[src/rtl/fifo_priority_ready_queue_macros.svh]
// Assertion macros shared by the ready queue RTL.
// Used by modules that have clk and rst_n in scope.
`ifndef FIFO_PRIORITY_READY_QUEUE_MACROS_SVH
`define FIFO_PRIORITY_READY_QUEUE_MACROS_SVH
`ifndef NO_ASSERTIONS
`define FPRQ_ASSERT_SAME(label, ante, cons) \
  label: assert property (@(posedge clk) disable iff (!rst_n) (ante) |-> (cons)) \
    else $error("ready queue check failed");
`define FPRQ_ASSERT_NEXT(label, ante, cons) \
  label: assert property (@(posedge clk) disable iff (!rst_n) (ante) |=> (cons)) \
    else $error("ready queue check failed");
`else
`define FPRQ_ASSERT_SAME(label, ante, cons)
`define FPRQ_ASSERT_NEXT(label, ante, cons)
`endif
`endif

[src/rtl/fprq_pkg.sv]
`timescale 1ns / 1ps
// Shared types and constants of the priority ready queue.
// No dependencies.
package fprq_pkg;
  localparam int DEF_CAPACITY = 16;
  localparam int HANDLE_W     = 16;
  localparam int PRIO_W       = 8;

  typedef enum logic [1:0] {
    ACT_ENQUEUE = 2'd0,
    ACT_DEQUEUE = 2'd1,
    ACT_PICK    = 2'd2,
    ACT_NOP     = 2'd3
  } action_t;

  typedef struct packed {
    logic [HANDLE_W-1:0] handle;
    logic [PRIO_W-1:0]   prio;
  } entry_t;

  typedef struct packed {
    logic load;
    logic shift;
  } cell_ctl_t;
endpackage

[src/rtl/fprq_if.sv]
`timescale 1ns / 1ps
// Valid/ready channel interfaces for the request and result transactions.
// Depends on fprq_pkg.
interface fprq_in_if;
  logic                        valid;
  logic                        ready;
  fprq_pkg::action_t           action;
  logic [fprq_pkg::HANDLE_W-1:0] proc_handle;
  logic [fprq_pkg::PRIO_W-1:0]   proc_priority;

  modport source (output valid, action, proc_handle, proc_priority, input ready);
  modport sink (input valid, action, proc_handle, proc_priority, output ready);
endinterface

interface fprq_out_if;
  logic                        valid;
  logic                        ready;
  logic [fprq_pkg::HANDLE_W-1:0] out_handle;
  logic [fprq_pkg::PRIO_W-1:0]   out_priority;
  logic                        found;
  logic                        queue_empty;
  logic                        overflow;

  modport source (output valid, out_handle, out_priority, found, queue_empty, overflow,
                  input ready);
  modport sink (input valid, out_handle, out_priority, found, queue_empty, overflow,
                output ready);
endinterface

[src/rtl/fprq_cell.sv]
`timescale 1ns / 1ps
// One storage cell of the queue chain: loads a new entry or takes its neighbour's.
// Depends on fprq_pkg.
module fprq_cell (
  input  logic                clk,
  input  fprq_pkg::cell_ctl_t ctl,
  input  fprq_pkg::entry_t    enq_data,
  input  fprq_pkg::entry_t    shift_in,
  output fprq_pkg::entry_t    q
);
  import fprq_pkg::*;

  entry_t data_r;

  always_ff @(posedge clk) begin
    if (ctl.load) begin
      data_r <= enq_data;
    end else if (ctl.shift) begin
      data_r <= shift_in;
    end
  end

  assign q = data_r;
endmodule

[src/rtl/fprq_tree.sv]
`timescale 1ns / 1ps
// Registered max tree over the cells; ties go to the lower (older) position.
// Depends on fprq_pkg.
module fprq_tree #(
  parameter int CAPACITY = fprq_pkg::DEF_CAPACITY
) (
  input  logic                        clk,
  input  logic                        rst_n,
  input  logic [CAPACITY-1:0]         leaf_vld,
  input  fprq_pkg::entry_t            leaf_data [CAPACITY],
  output logic                        best_vld,
  output logic [$clog2(CAPACITY)-1:0] best_idx,
  output fprq_pkg::entry_t            best_data
);
  import fprq_pkg::*;

  localparam int IDX_W = $clog2(CAPACITY);
  localparam int NPAD  = 2 ** IDX_W;

  logic             nd_vld  [1:2*NPAD-1];
  logic [IDX_W-1:0] nd_idx  [1:2*NPAD-1];
  entry_t           nd_data [1:2*NPAD-1];

  for (genvar i = 0; i < NPAD; i++) begin : g_leaf
    if (i < CAPACITY) begin : g_real
      assign nd_vld[NPAD+i]  = leaf_vld[i];
      assign nd_data[NPAD+i] = leaf_data[i];
    end else begin : g_pad
      assign nd_vld[NPAD+i]  = 1'b0;
      assign nd_data[NPAD+i] = '0;
    end
    assign nd_idx[NPAD+i] = IDX_W'(i);
  end

  for (genvar k = 1; k < NPAD; k++) begin : g_node
    logic take_left;
    assign take_left = nd_vld[2*k] &&
                       (!nd_vld[2*k+1] || nd_data[2*k].prio >= nd_data[2*k+1].prio);

    always_ff @(posedge clk) begin
      if (!rst_n) begin
        nd_vld[k] <= 1'b0;
      end else begin
        nd_vld[k] <= nd_vld[2*k] || nd_vld[2*k+1];
      end
      nd_idx[k]  <= take_left ? nd_idx[2*k]  : nd_idx[2*k+1];
      nd_data[k] <= take_left ? nd_data[2*k] : nd_data[2*k+1];
    end
  end

  assign best_vld  = nd_vld[1];
  assign best_idx  = nd_idx[1];
  assign best_data = nd_data[1];
endmodule

[src/rtl/fifo_priority_ready_queue.sv]
`timescale 1ns / 1ps
`include "fifo_priority_ready_queue_macros.svh"
// Priority ready queue: a chain of entry cells in arrival order and a max tree.
// Depends on fprq_pkg, fprq_if, fprq_cell and fprq_tree.
//
// Usage:
//   in_if carries one request transaction: action (enqueue, dequeue, pick or
//   no operation), proc_handle and proc_priority. out_if returns exactly one
//   result transaction per request, in request order.
//   Enqueue, dequeue and no operation go straight to the execute step.
//   A pick first waits in a search step, as the registered max tree over the
//   cells has one register level per halving, and the pick waits for it to
//   settle over the current contents. One request is in flight at a time.
//   The result sits in an output register; a new request is taken while it
//   waits, and the block stalls in its execute step only while the previous
//   result has not been taken.
//   Reset empties the queue at once; the cell contents are left as they are.
//   A removal shifts all younger cells one place toward the head together,
//   so the arrival order is kept.
module fifo_priority_ready_queue #(
  parameter int CAPACITY = fprq_pkg::DEF_CAPACITY
) (
  input logic          clk,
  input logic          rst_n,
  fprq_in_if.sink      in_if,
  fprq_out_if.source   out_if
);
  import fprq_pkg::*;

  localparam int IDX_W  = $clog2(CAPACITY);
  localparam int CNT_W  = $clog2(CAPACITY + 1);
  localparam int LEVELS = IDX_W;
  localparam int WAIT_W = $clog2(LEVELS + 1);

  typedef enum logic [1:0] {S_IDLE, S_SEARCH, S_EXEC} state_t;

  state_t              state_r;
  action_t             op_r;
  entry_t              req_r;
  logic [WAIT_W-1:0]   wait_r;
  logic [CNT_W-1:0]    count_r;
  logic [CNT_W-1:0]    count_nxt;
  logic                out_valid_r;
  entry_t              out_data_r;
  logic                found_r;
  logic                empty_r;
  logic                over_r;

  entry_t              cell_q [CAPACITY];
  logic [CAPACITY-1:0] cell_vld;
  logic                best_vld;
  logic [IDX_W-1:0]    best_idx;
  entry_t              best_data;

  logic                out_free;
  logic                exec_go;
  logic                do_enq;
  logic                do_rm;
  logic                over_now;
  logic [IDX_W-1:0]    rm_pos;
  entry_t              rm_data;

  assign in_if.ready = (state_r == S_IDLE);
  assign out_free    = !out_valid_r || out_if.ready;
  assign exec_go     = (state_r == S_EXEC) && out_free;

  always_comb begin
    do_enq    = (op_r == ACT_ENQUEUE) && (count_r != CNT_W'(CAPACITY));
    over_now  = (op_r == ACT_ENQUEUE) && (count_r == CNT_W'(CAPACITY));
    do_rm     = ((op_r == ACT_DEQUEUE) || (op_r == ACT_PICK)) && (count_r != '0);
    rm_pos    = (op_r == ACT_PICK) ? best_idx : '0;
    rm_data   = (op_r == ACT_PICK) ? best_data : cell_q[0];
    count_nxt = count_r;
    if (do_enq) begin
      count_nxt = count_r + CNT_W'(1);
    end else if (do_rm) begin
      count_nxt = count_r - CNT_W'(1);
    end
  end

  for (genvar i = 0; i < CAPACITY; i++) begin : g_cell
    cell_ctl_t ctl;
    entry_t    shift_in;

    assign ctl.load  = exec_go && do_enq && (count_r == CNT_W'(i));
    assign ctl.shift = exec_go && do_rm && (IDX_W'(i) >= rm_pos);
    assign cell_vld[i] = (CNT_W'(i) < count_r);

    if (i == CAPACITY - 1) begin : g_last
      assign shift_in = '0;
    end else begin : g_mid
      assign shift_in = cell_q[i+1];
    end

    fprq_cell u_cell (
      .clk      (clk),
      .ctl      (ctl),
      .enq_data (req_r),
      .shift_in (shift_in),
      .q        (cell_q[i])
    );
  end

  fprq_tree #(
    .CAPACITY (CAPACITY)
  ) u_tree (
    .clk       (clk),
    .rst_n     (rst_n),
    .leaf_vld  (cell_vld),
    .leaf_data (cell_q),
    .best_vld  (best_vld),
    .best_idx  (best_idx),
    .best_data (best_data)
  );

  always_ff @(posedge clk) begin
    if (!rst_n) begin
      state_r     <= S_IDLE;
      count_r     <= '0;
      out_valid_r <= 1'b0;
      wait_r      <= '0;
    end else begin
      unique case (state_r)
        S_IDLE: begin
          if (in_if.valid) begin
            op_r  <= in_if.action;
            req_r <= '{handle: in_if.proc_handle, prio: in_if.proc_priority};
            if (in_if.action == ACT_PICK) begin
              wait_r  <= WAIT_W'(LEVELS);
              state_r <= S_SEARCH;
            end else begin
              state_r <= S_EXEC;
            end
          end
        end
        S_SEARCH: begin
          if (wait_r == WAIT_W'(1)) begin
            state_r <= S_EXEC;
          end
          wait_r <= wait_r - WAIT_W'(1);
        end
        S_EXEC: begin
          if (out_free) begin
            state_r <= S_IDLE;
          end
        end
        default: state_r <= S_IDLE;
      endcase

      if (exec_go) begin
        out_valid_r <= 1'b1;
        count_r     <= count_nxt;
        out_data_r  <= do_rm ? rm_data : '0;
        found_r     <= do_rm;
        empty_r     <= (count_nxt == '0);
        over_r      <= over_now;
      end else if (out_if.ready) begin
        out_valid_r <= 1'b0;
      end
    end
  end

  assign out_if.valid        = out_valid_r;
  assign out_if.out_handle   = out_data_r.handle;
  assign out_if.out_priority = out_data_r.prio;
  assign out_if.found        = found_r;
  assign out_if.queue_empty  = empty_r;
  assign out_if.overflow     = over_r;

  `FPRQ_ASSERT_SAME(a_count_max, 1'b1, count_r <= CNT_W'(CAPACITY))
  `FPRQ_ASSERT_NEXT(a_result_loaded, exec_go, out_valid_r && (empty_r == (count_r == '0)))
  `FPRQ_ASSERT_SAME(a_found_excl, out_valid_r, !(found_r && over_r))
  `FPRQ_ASSERT_SAME(a_pick_hit, (state_r == S_EXEC) && (op_r == ACT_PICK) && (count_r != '0),
                    best_vld && (CNT_W'(best_idx) < count_r))
endmodule

[src/flat_wrapper.sv]
// flat-port wrapper written by rule: the top's interface ports become plain ports
module fifo_priority_ready_queue_flat import fprq_pkg::*;
#(
  parameter int CAPACITY = fprq_pkg::DEF_CAPACITY
)
  (clk, rst_n, in_if_valid, in_if_action, in_if_proc_handle, in_if_proc_priority, in_if_ready, out_if_valid, out_if_out_handle, out_if_out_priority, out_if_found, out_if_queue_empty, out_if_overflow, out_if_ready);
  fprq_in_if in_if_i ();
  fprq_out_if out_if_i ();
  input logic clk;
  input logic rst_n;
  input wire logic [$bits(in_if_i.valid)-1:0] in_if_valid;
  input wire logic [$bits(in_if_i.action)-1:0] in_if_action;
  input wire logic [$bits(in_if_i.proc_handle)-1:0] in_if_proc_handle;
  input wire logic [$bits(in_if_i.proc_priority)-1:0] in_if_proc_priority;
  output wire logic [$bits(in_if_i.ready)-1:0] in_if_ready;
  output wire logic [$bits(out_if_i.valid)-1:0] out_if_valid;
  output wire logic [$bits(out_if_i.out_handle)-1:0] out_if_out_handle;
  output wire logic [$bits(out_if_i.out_priority)-1:0] out_if_out_priority;
  output wire logic [$bits(out_if_i.found)-1:0] out_if_found;
  output wire logic [$bits(out_if_i.queue_empty)-1:0] out_if_queue_empty;
  output wire logic [$bits(out_if_i.overflow)-1:0] out_if_overflow;
  input wire logic [$bits(out_if_i.ready)-1:0] out_if_ready;
  assign in_if_i.valid = in_if_valid;
  assign in_if_i.action = in_if_action;
  assign in_if_i.proc_handle = in_if_proc_handle;
  assign in_if_i.proc_priority = in_if_proc_priority;
  assign in_if_ready = in_if_i.ready;
  assign out_if_valid = out_if_i.valid;
  assign out_if_out_handle = out_if_i.out_handle;
  assign out_if_out_priority = out_if_i.out_priority;
  assign out_if_found = out_if_i.found;
  assign out_if_queue_empty = out_if_i.queue_empty;
  assign out_if_overflow = out_if_i.overflow;
  assign out_if_i.ready = out_if_ready;
  fifo_priority_ready_queue #(.CAPACITY(CAPACITY)) u_core (.clk(clk), .rst_n(rst_n), .in_if(in_if_i), .out_if(out_if_i));
endmodule
[config.mk]
export PLATFORM = sky130hd
export DESIGN_NAME = fifo_priority_ready_queue_flat
export DESIGN_NICKNAME = d
export VERILOG_FILES = /design/src/rtl/fprq_pkg.sv /design/src/rtl/fprq_if.sv /design/src/rtl/fprq_cell.sv /design/src/rtl/fprq_tree.sv /design/src/rtl/fifo_priority_ready_queue.sv /design/src/flat_wrapper.sv
export VERILOG_INCLUDE_DIRS = /design/src /design/src/rtl
export SDC_FILE = /design/constraint.sdc
export NUM_CORES = 1
export LEC_CHECK = 0
export CELL_PAD_IN_SITES_DETAIL_PLACEMENT = 1
export CELL_PAD_IN_SITES_GLOBAL_PLACEMENT = 2
export CORE_ASPECT_RATIO = 0.5
export CORE_UTILIZATION = 50
export DETAILED_ROUTE_END_ITERATION = 16
export DONT_BUFFER_PORTS = 1
export HOLD_SLACK_MARGIN = 0.03
export PLACE_DENSITY_LB_ADDON = 0.1
export SETUP_SLACK_MARGIN = 0.2
export SLEW_MARGIN = 20
export SYNTH_ARGS = -nofsm -noshare
export SYNTH_HDL_FRONTEND = slang
export SYNTH_SLANG_ARGS = --single-unit
export TNS_END_PERCENT = 10
[constraint.sdc]
create_clock -name clk -period 10.4 [get_ports clk]
set_clock_uncertainty 0.15 [all_clocks]
set_input_delay 1.04 -clock clk [delete_from_list [all_inputs] [get_ports clk]]
set_output_delay 1.04 -clock clk [all_outputs]
set_load 0.005 [all_outputs]
==> qor.yml, run 1 <==
status:
  status: "finished, final reports clean"
placed_design:
  io_buffers: 0
  gp_congestion: 0.885
  dpl.hpwl_mm: 64.3
  placed_area_sq_mm: 0.0359
synth:
  synth-seq-area-share_pct: 61.6
  async_flop_share_pct: 0
  ys_types: 50
  syn_nets: 2527
  avgSynthCellArea_sq_um: 14.6
  synth-seq-cells: 848
  synth_cells: 2368
  syn_area_sq_mm: 0.0346
  synthTopCellsByArea: "edfxtp_1, mux2_2, dfxtp_1, ha_1, inv_1"
  synth_ff_type: "edfxtp_1"
  synth_top_area_share_pct: 37.9
  synthXorXnorAreaFrac_pct: 0.152
  synthSimpleGateAreaFrac_pct: 3.16
  yosysTopAreaCell: "edfxtp_1"
  synth_top_family_by_area: "multiplexers"
  synth_warnings: 0
  synth_edf_count: 437
  synth-compound-area-share_pct: 3.18
  synthMuxAreaShare_pct: 24.5
  synth_adder_area_share_pct: 4.66
global_route:
  grt_overflow: 0
  grt_start_max_net_pins: 32
  antenna_found_initial: 9
  grt_use_total_pct: 26.4
  grt_pass1_vias: 19800
  grt_pass1_wl_mm: 135
layout:
  syn_to_final_growth_pct: 10.5
  postLayoutCellArea_sq_mm: 0.0383
  drive_gt1_share_pct: 38.1
  fillers: 6359
  fin_util_pct: 56.5
  layout.nets: 2542
cts:
  cts_resized: 0
  htree_levels: 3
  clkTransAtPathRegs_ns: 0.06
  cts_setup_buffers: 0
  cts_tree: "built"
  numCtsBuffers: 75
  clkSinkCount: 848
  root_buffer: "clkbuf_16"
  cts_hold_buf: 0
  cts_max_path_buffers: 3
  clk_latency_ns: 0.64
pwr:
  power_density_mw_per_mm2: 169
  finalPower_mw: 6.45
  p_leak_nw: 14.3
  ir_drop_mv: 0.104
floorplanning:
  start_util_pct: 51.1
  die_h_um: 188
  die-width_um: 374
  core_area_sq_mm: 0.0677
  dieArea_sq_mm: 0.0704
  row_count: 67
  io_pins: 59
sta:
  hold_violations: 0
  rsz0062_at_grt: "no"
  final-max-slew-violation-count: 0
  hold_ws_ns: 0.302
  finalCritPeriodShare_pct: 41.7
  min_period_ns: 4.34
  slew_headroom_pct: 23.0
  max_freq_ghz: 0.230
  setup_tns_ns: 0
  setup-violations-final: 0
  worst_pin_slew_ns: 1.16
setup_path:
  cp.arrival_ns: 4.44
  critPathCaptureType: "flop"
  cp.required_ns: 10.50
  reg2reg_depth: 7
  start_kind: "flop"
  worst-path-max-fanout: 25
  path_class: "reg -> reg"
route:
  ant_nets: 0
  drtIter0Drc: 1480
  dr.pass1.iters: 6
  via_count: 19100
  drc: 0
  via_per_inst: 5.71
  routed_wl_mm: 91.8
  wl_per_cell_um: 27.5
min_path:
  min_path_type: "reg -> reg"
  hold_depth: 1
run:
  maxCapViolCount: 0
==> kinds of logic after synthesis <==
group                    after synthesis
AND/OR/NAND/NOR                      211
AO/OA/AOI/OAI                        171
XOR/XNOR                               6
flip-flops                           848
multiplexers                         755
buffers and inverters                248
adder cells (fa/ha/maj)              129
==> cells in the final DEF, fill, tap and decap left out, types with 24 or more instances in the layout <==
cell / n
nor2_1: 44
clkbuf_16: 80
edfxtp_1: 437
a21oi_1: 41
and2_1: 40
ha_1: 128
nand2_1: 50
mux2i_1: 24
mux2_2: 731
o21ai_0: 30
inv_1: 141
dfxtp_1: 411
buf_4: 42
==> cell usage after synthesis (2+ instances only) <==
cell type / count
mux2_2: 731
edfxtp_1: 437
dfxtp_1: 411
inv_1: 141
ha_1: 129
clkbuf_1: 87
nand2_1: 52
nor2_1: 48
a21oi_1: 43
and2_1: 41
o21ai_0: 39
mux2i_1: 24
o21a_1: 22
nor2b_1: 20
a211o_1: 17
o2111ai_1: 16
o21ai_1: 13
buf_2: 12
nand3_1: 11
nand3b_1: 8
nand2b_1: 6
buf_1: 5
nand4_1: 5
nor3_1: 5
xnor2_1: 5
and3_1: 4
a21o_1: 3
a221o_1: 3
o22ai_1: 3
o31ai_1: 3
a21boi_0: 2
inv_2: 2
nor4_1: 2
nor4bb_1: 2
==> sequential cells by signal (all words and copies together), names as in the netlist <==
name,cells
u_core.u_tree.best_idx,4
u_core.wait_r,3
u_core.out_if.found,1
u_core.u_tree.nd_data,336
u_core.u_tree.nd_vld,14
u_core.state_r,2
u_core.u_tree.nd_idx,22
u_core.out_if.out_handle,16
u_core.out_if.out_priority,8
u_core.out_if.valid,1
u_core.req_r,24
u_core.op_r,2
u_core.u_tree.best_data,24
u_core.out_if.overflow,1
u_core.out_if.queue_empty,1
u_core.g_cell.u_cell.q,384
u_core.count_r,5
==> cell type report <==
class / instances / area (sq um) / area share (%)
Antenna cell: 3 / 7.51 / 0.0196
Clock buffer: 111 / 2210 / 5.78
Clock inverter: 26 / 175 / 0.458
Inverter: 144 / 541 / 1.41
Multi-Input combinational cell: 1272 / 12500 / 32.8
Sequential cell: 848 / 21400 / 55.8
Tap cell: 897 / 1120 / 2.93
Timing Repair Buffer: 42 / 315 / 0.824
==> report_power, final <==
group	switching (mW)	internal, mW	total, mW	leakage, nW
clock	1.26	1.51	2.77	1.18
combinational	0.0622	0.0440	0.106	5.63
sequential	0.0525	3.52	3.57	7.45
==> worst paths after layout <==
path                            slack [ns]                       start                           end
worst max-delay path                  6.06           u_core.count_r[0]  u_core.g_cell[9].u_cell.q[9]
worst min-delay path                  0.30  u_core.u_tree.nd_data[479]    u_core.u_tree.nd_data[623]
worst max register to register        6.06           u_core.count_r[0]  u_core.g_cell[9].u_cell.q[9]
worst min register to register        0.30  u_core.u_tree.nd_data[479]    u_core.u_tree.nd_data[623]
==> metrics by stage <==
step | worst slack, ns | instances
after floorplan | 5.27 | 2368
after global placement | 5.90 | 3203
after detailed placement | 5.74 | 3203
after CTS | 5.72 | 3340
after global routing | 5.75 | 3340
final | 6.06 | 3343
==> layer usage <==
| layer | wire [um] | share of wire (%) | GRT usage [%] |
|---|---|---|---|
| met5 | 47 | 0.051 | 0 |
| met4 | 1750 | 1.9 | 6.46 |
| met3 | 6010 | 6.5 | 6.16 |
| met2 | 36700 | 40 | 36.1 |
| met1 | 47300 | 51 | 41.5 |
==> critical path, stage by stage (launching register included) <==
cell,delay (ns)
dfxtp_1,0.55
inv_1,0.24
ha_1,0.36
nor4bb_1,0.20
nand2b_1,0.25
nor4_1,0.66
nand2_2,0.58
nand2_1,0.94
No activity file was read; power rests on OpenSTA's default activity.
==> inputs of run 2 (changes only) <==
--- a/config.mk
+++ b/config.mk
@@ -6,10 +6,11 @@
 export SDC_FILE = /design/constraint.sdc
 export NUM_CORES = 1
 export LEC_CHECK = 0
+export ABC_AREA = 1
 export CELL_PAD_IN_SITES_DETAIL_PLACEMENT = 1
 export CELL_PAD_IN_SITES_GLOBAL_PLACEMENT = 2
 export CORE_ASPECT_RATIO = 0.5
-export CORE_UTILIZATION = 50
+export CORE_UTILIZATION = 37
 export DETAILED_ROUTE_END_ITERATION = 16
 export DONT_BUFFER_PORTS = 1
 export HOLD_SLACK_MARGIN = 0.03
==> constraint.sdc (replaced) <==
create_clock -name clk -period 3.8 [get_ports clk]
set_clock_uncertainty 0.15 [all_clocks]
set_input_delay 0.38 -clock clk [delete_from_list [all_inputs] [get_ports clk]]
set_output_delay 0.38 -clock clk [all_outputs]
set_load 0.005 [all_outputs]
==> qor.yml, run 2 <==
layout:
  postLayoutCellArea_sq_mm: 0.0397  # +3.9%
  layout.nets: 3926  # +54%
  final_cell_mix: "nand2_1, edfxtp_1, dfxtp_1, nand3_1, o21ai_0"
  final_common_cell: "nand2_1"
  syn_to_final_growth_pct: 12.4
  largest_reg_flops: 384  # unchanged
  drive_gt1_share_pct: 7.85  # -30 points
sta:
  finalCritPeriodShare_pct: 80.8  # +39 points
  worst_pin_slew_ns: 1.08  # -0.0740 ns
  hold_violations: 0  # unchanged
  slew_headroom_pct: 27.7  # +4.8 points
  rsz0062_at_grt: "no"
  hold_ws_ns: 0.180  # -0.122 ns
  setup_ws_ns: 0.728  # -5.33 ns
  setup_tns_ns: 0  # unchanged
  min_period_ns: 3.07  # -1.27 ns
  max_freq_ghz: 0.326  # +41%
  final-max-slew-violation-count: 0  # unchanged
  setup-violations-final: 0  # unchanged
placed_design:
  dpl.hpwl_mm: 82.7  # +29%
  placed_area_sq_mm: 0.0367  # +2.4%
  io_buffers: 0  # unchanged
  gp_congestion: 0.855  # -3.4%
  pre_cts_ws_ns: 0.633  # -5.10 ns
cts:
  cts_tree: "built"
  cts_resized: 0  # unchanged
  clkTransAtPathRegs_ns: 0.06  # about the same
  htree_levels: 3  # unchanged
  root_buffer: "clkbuf_16"
  cts_hold_buf: 31  # +31
  numCtsBuffers: 80  # +6.7%
  cts_max_path_buffers: 3  # unchanged
  cts_setup_buffers: 0  # unchanged
  clk_latency_ns: 0.68  # +0.04 ns
  clkSinkCount: 848  # unchanged
setup_path:
  cp.arrival_ns: 3.29  # -1.15 ns
  crit_chain: "inv_1 > ha_1 > nand2_1 > inv_1 > nand2_2 > nand2_4 > nor2_8 > buf_4 > nand4_2 > buf_4 > nand2_1 > o21ai_0"
  start_kind: "flop"
  slowest_stage: "dfxtp_1"
  worst-path-max-fanout: 48  # +92%
  crit_buf_inv: 4  # +3
  max_stage_delay_ns: 0.47  # -0.47 ns
  critPathCaptureType: "flop"
  path_class: "reg -> reg"
  cp.required_ns: 4.02  # -6.48 ns
  crit_family: "simple AND/OR/NAND/NOR gates"
global_route:
  antenna_found_initial: 7  # -2
  grt_start_max_net_pins: 49  # +53%
  grt_pass1_wl_mm: 171  # +27%
  grt_pass1_vias: 26000  # +32%
  grt_use_total_pct: 23.8  # -2.6 points
  grt_overflow: 0  # unchanged
pwr:
  ir_drop_mv: 0.270  # +160%
  power_density_mw_per_mm2: 637  # +280%
  p_leak_nw: 17.6  # +24%
synth:
  synth_edf_count: 437  # unchanged
  synthSimpleGateAreaFrac_pct: 22.0  # +19 points
  syn_area_sq_mm: 0.0353  # +2.1%
  synthTopCellsByArea: "edfxtp_1, dfxtp_1, nand2_1, nand3_1, ha_1"
  synth_top_family_by_area: "simple AND/OR/NAND/NOR gates"
  synth.most_common_cell: "nand2_1"
  synth_top_area_share_pct: 37.1  # -0.76 points
  yosys-top-cells-count: "nand2_1, edfxtp_1, dfxtp_1"
  synth_warnings: 0  # unchanged
  synthXorXnorAreaFrac_pct: 0.0496  # -0.10 points
  synth-compound-area-share_pct: 7.61  # +4.4 points
  synth-seq-area-share_pct: 60.4  # -1.2 points
  synth_ff_type: "edfxtp_1"
  avgSynthCellArea_sq_um: 9.38  # -36%
  synth-seq-cells: 848  # unchanged
  ys_types: 43  # -14%
  synthMuxAreaShare_pct: 0  # -24 points
  syn_nets: 3928  # +55%
  synth_cells: 3769  # +59%
  async_flop_share_pct: 0  # unchanged
  synth_adder_area_share_pct: 4.57  # -0.094 points
  yosysTopAreaCell: "edfxtp_1"
floorplanning:
  dieArea_sq_mm: 0.0968  # +38%
  die-width_um: 439  # +17%
  start_util_pct: 37.7  # -13 points
  die_h_um: 221  # +17%
  core_area_sq_mm: 0.0938  # +38%
  row_count: 79  # +18%
  io_pins: 59  # unchanged
route:
  drtIter0Drc: 1936  # +31%
  via_per_inst: 5.07  # -11%
  wl_per_cell_um: 22.3  # -19%
  dr.pass1.iters: 5  # -1
  drc: 0  # unchanged
  ant_nets: 0  # unchanged
  via_count: 25900  # +35%
  routed_wl_mm: 114  # +24%
run:
  maxCapViolCount: 0  # unchanged
status:
  status: "finished, final reports clean"
min_path:
  min_path_type: "in -> reg"
## run 2: changes by cell type in the layout (fill, tap and decap cells not counted), moves of 30 or more
cell,delta
mux2_2,-731
nand3_1,+378
o21ai_1,+84
buf_4,+50
o21ai_0,+232
and2_1,-40
a21oi_1,+39
inv_1,+76
nand2_1,+1274
dlygate4sd3_1,+30
nor2_1,+33
## run 2: worst paths after layout
kind                                    to  slack [ns]                  startpoint  depth (start not counted)
min reg2reg     u_core.u_tree.nd_data[705]        0.26  u_core.u_tree.nd_data[633]                          2
max          u_core.g_cell[12].u_cell.q[4]        0.73           u_core.count_r[1]                         12
min                       u_core.req_r[16]        0.18        in_if_proc_handle[8]                          1
max reg2reg  u_core.g_cell[12].u_cell.q[4]        0.73           u_core.count_r[1]                         12
## run 2: kinds of logic after synthesis
family / Yosys count
adder cells (fa/ha/maj): 129
buffers and inverters: 437
AO/OA/AOI/OAI: 498
XOR/XNOR: 2
flip-flops: 848
AND/OR/NAND/NOR: 1855
## run 2: power breakdown
| group | internal, mW | switching (mW) |
|---|---|---|
| combinational | 1.41 | 3.40 |
| sequential | 11.3 | 0.856 |
| clock | 4.71 | 3.69 |
## run 2: routing by layer
metal / vias to the layer above / part of all wire (%) / GRT usage [%]
met2: 444 / 42 / 34.9
met5: - / 0 / 0
met1: 12700 / 52 / 36.4
met4: 0 / 2.0 / 5.71
met3: 130 / 4.4 / 3.80
li1: 12600 / - / -
## run 2: metrics by stage
| stage | power (mW) | std cells | util, % |
|---|---|---|---|
| 2_1_floorplan | 14.9 | 3769 | - |
| 3_3_place_gp | 17.0 | 4909 | 39.1 |
| 3_5_place_dp | 17.1 | 4909 | 39.1 |
| 4_1_cts | 25.6 | 5089 | 42.3 |
| 5_1_grt | 26.6 | 5090 | 42.4 |
| 6_report | 25.3 | 5096 | 42.4 |
## run 2: worst reg2reg max path, delay by kind of cell (launching register included)
kind | cells | cell delay [ns]
AND/OR/NAND/NOR | 6 | 0.91
buffers and inverters | 4 | 0.84
flip-flops | 1 | 0.47
adder cells (fa/ha/maj) | 1 | 0.32
AO/OA/AOI/OAI | 1 | 0.08
## run 2: cell type report
class	count	area (sq um)
Fill cell	10600	54100
Sequential cell	848	21400
Multi-Input combinational cell	2484	12200
Clock buffer	127	2480
Tap cell	1255	1570
Timing Repair Buffer	127	1090
Inverter	226	851
Clock inverter	22	214
Antenna cell	7	17.5
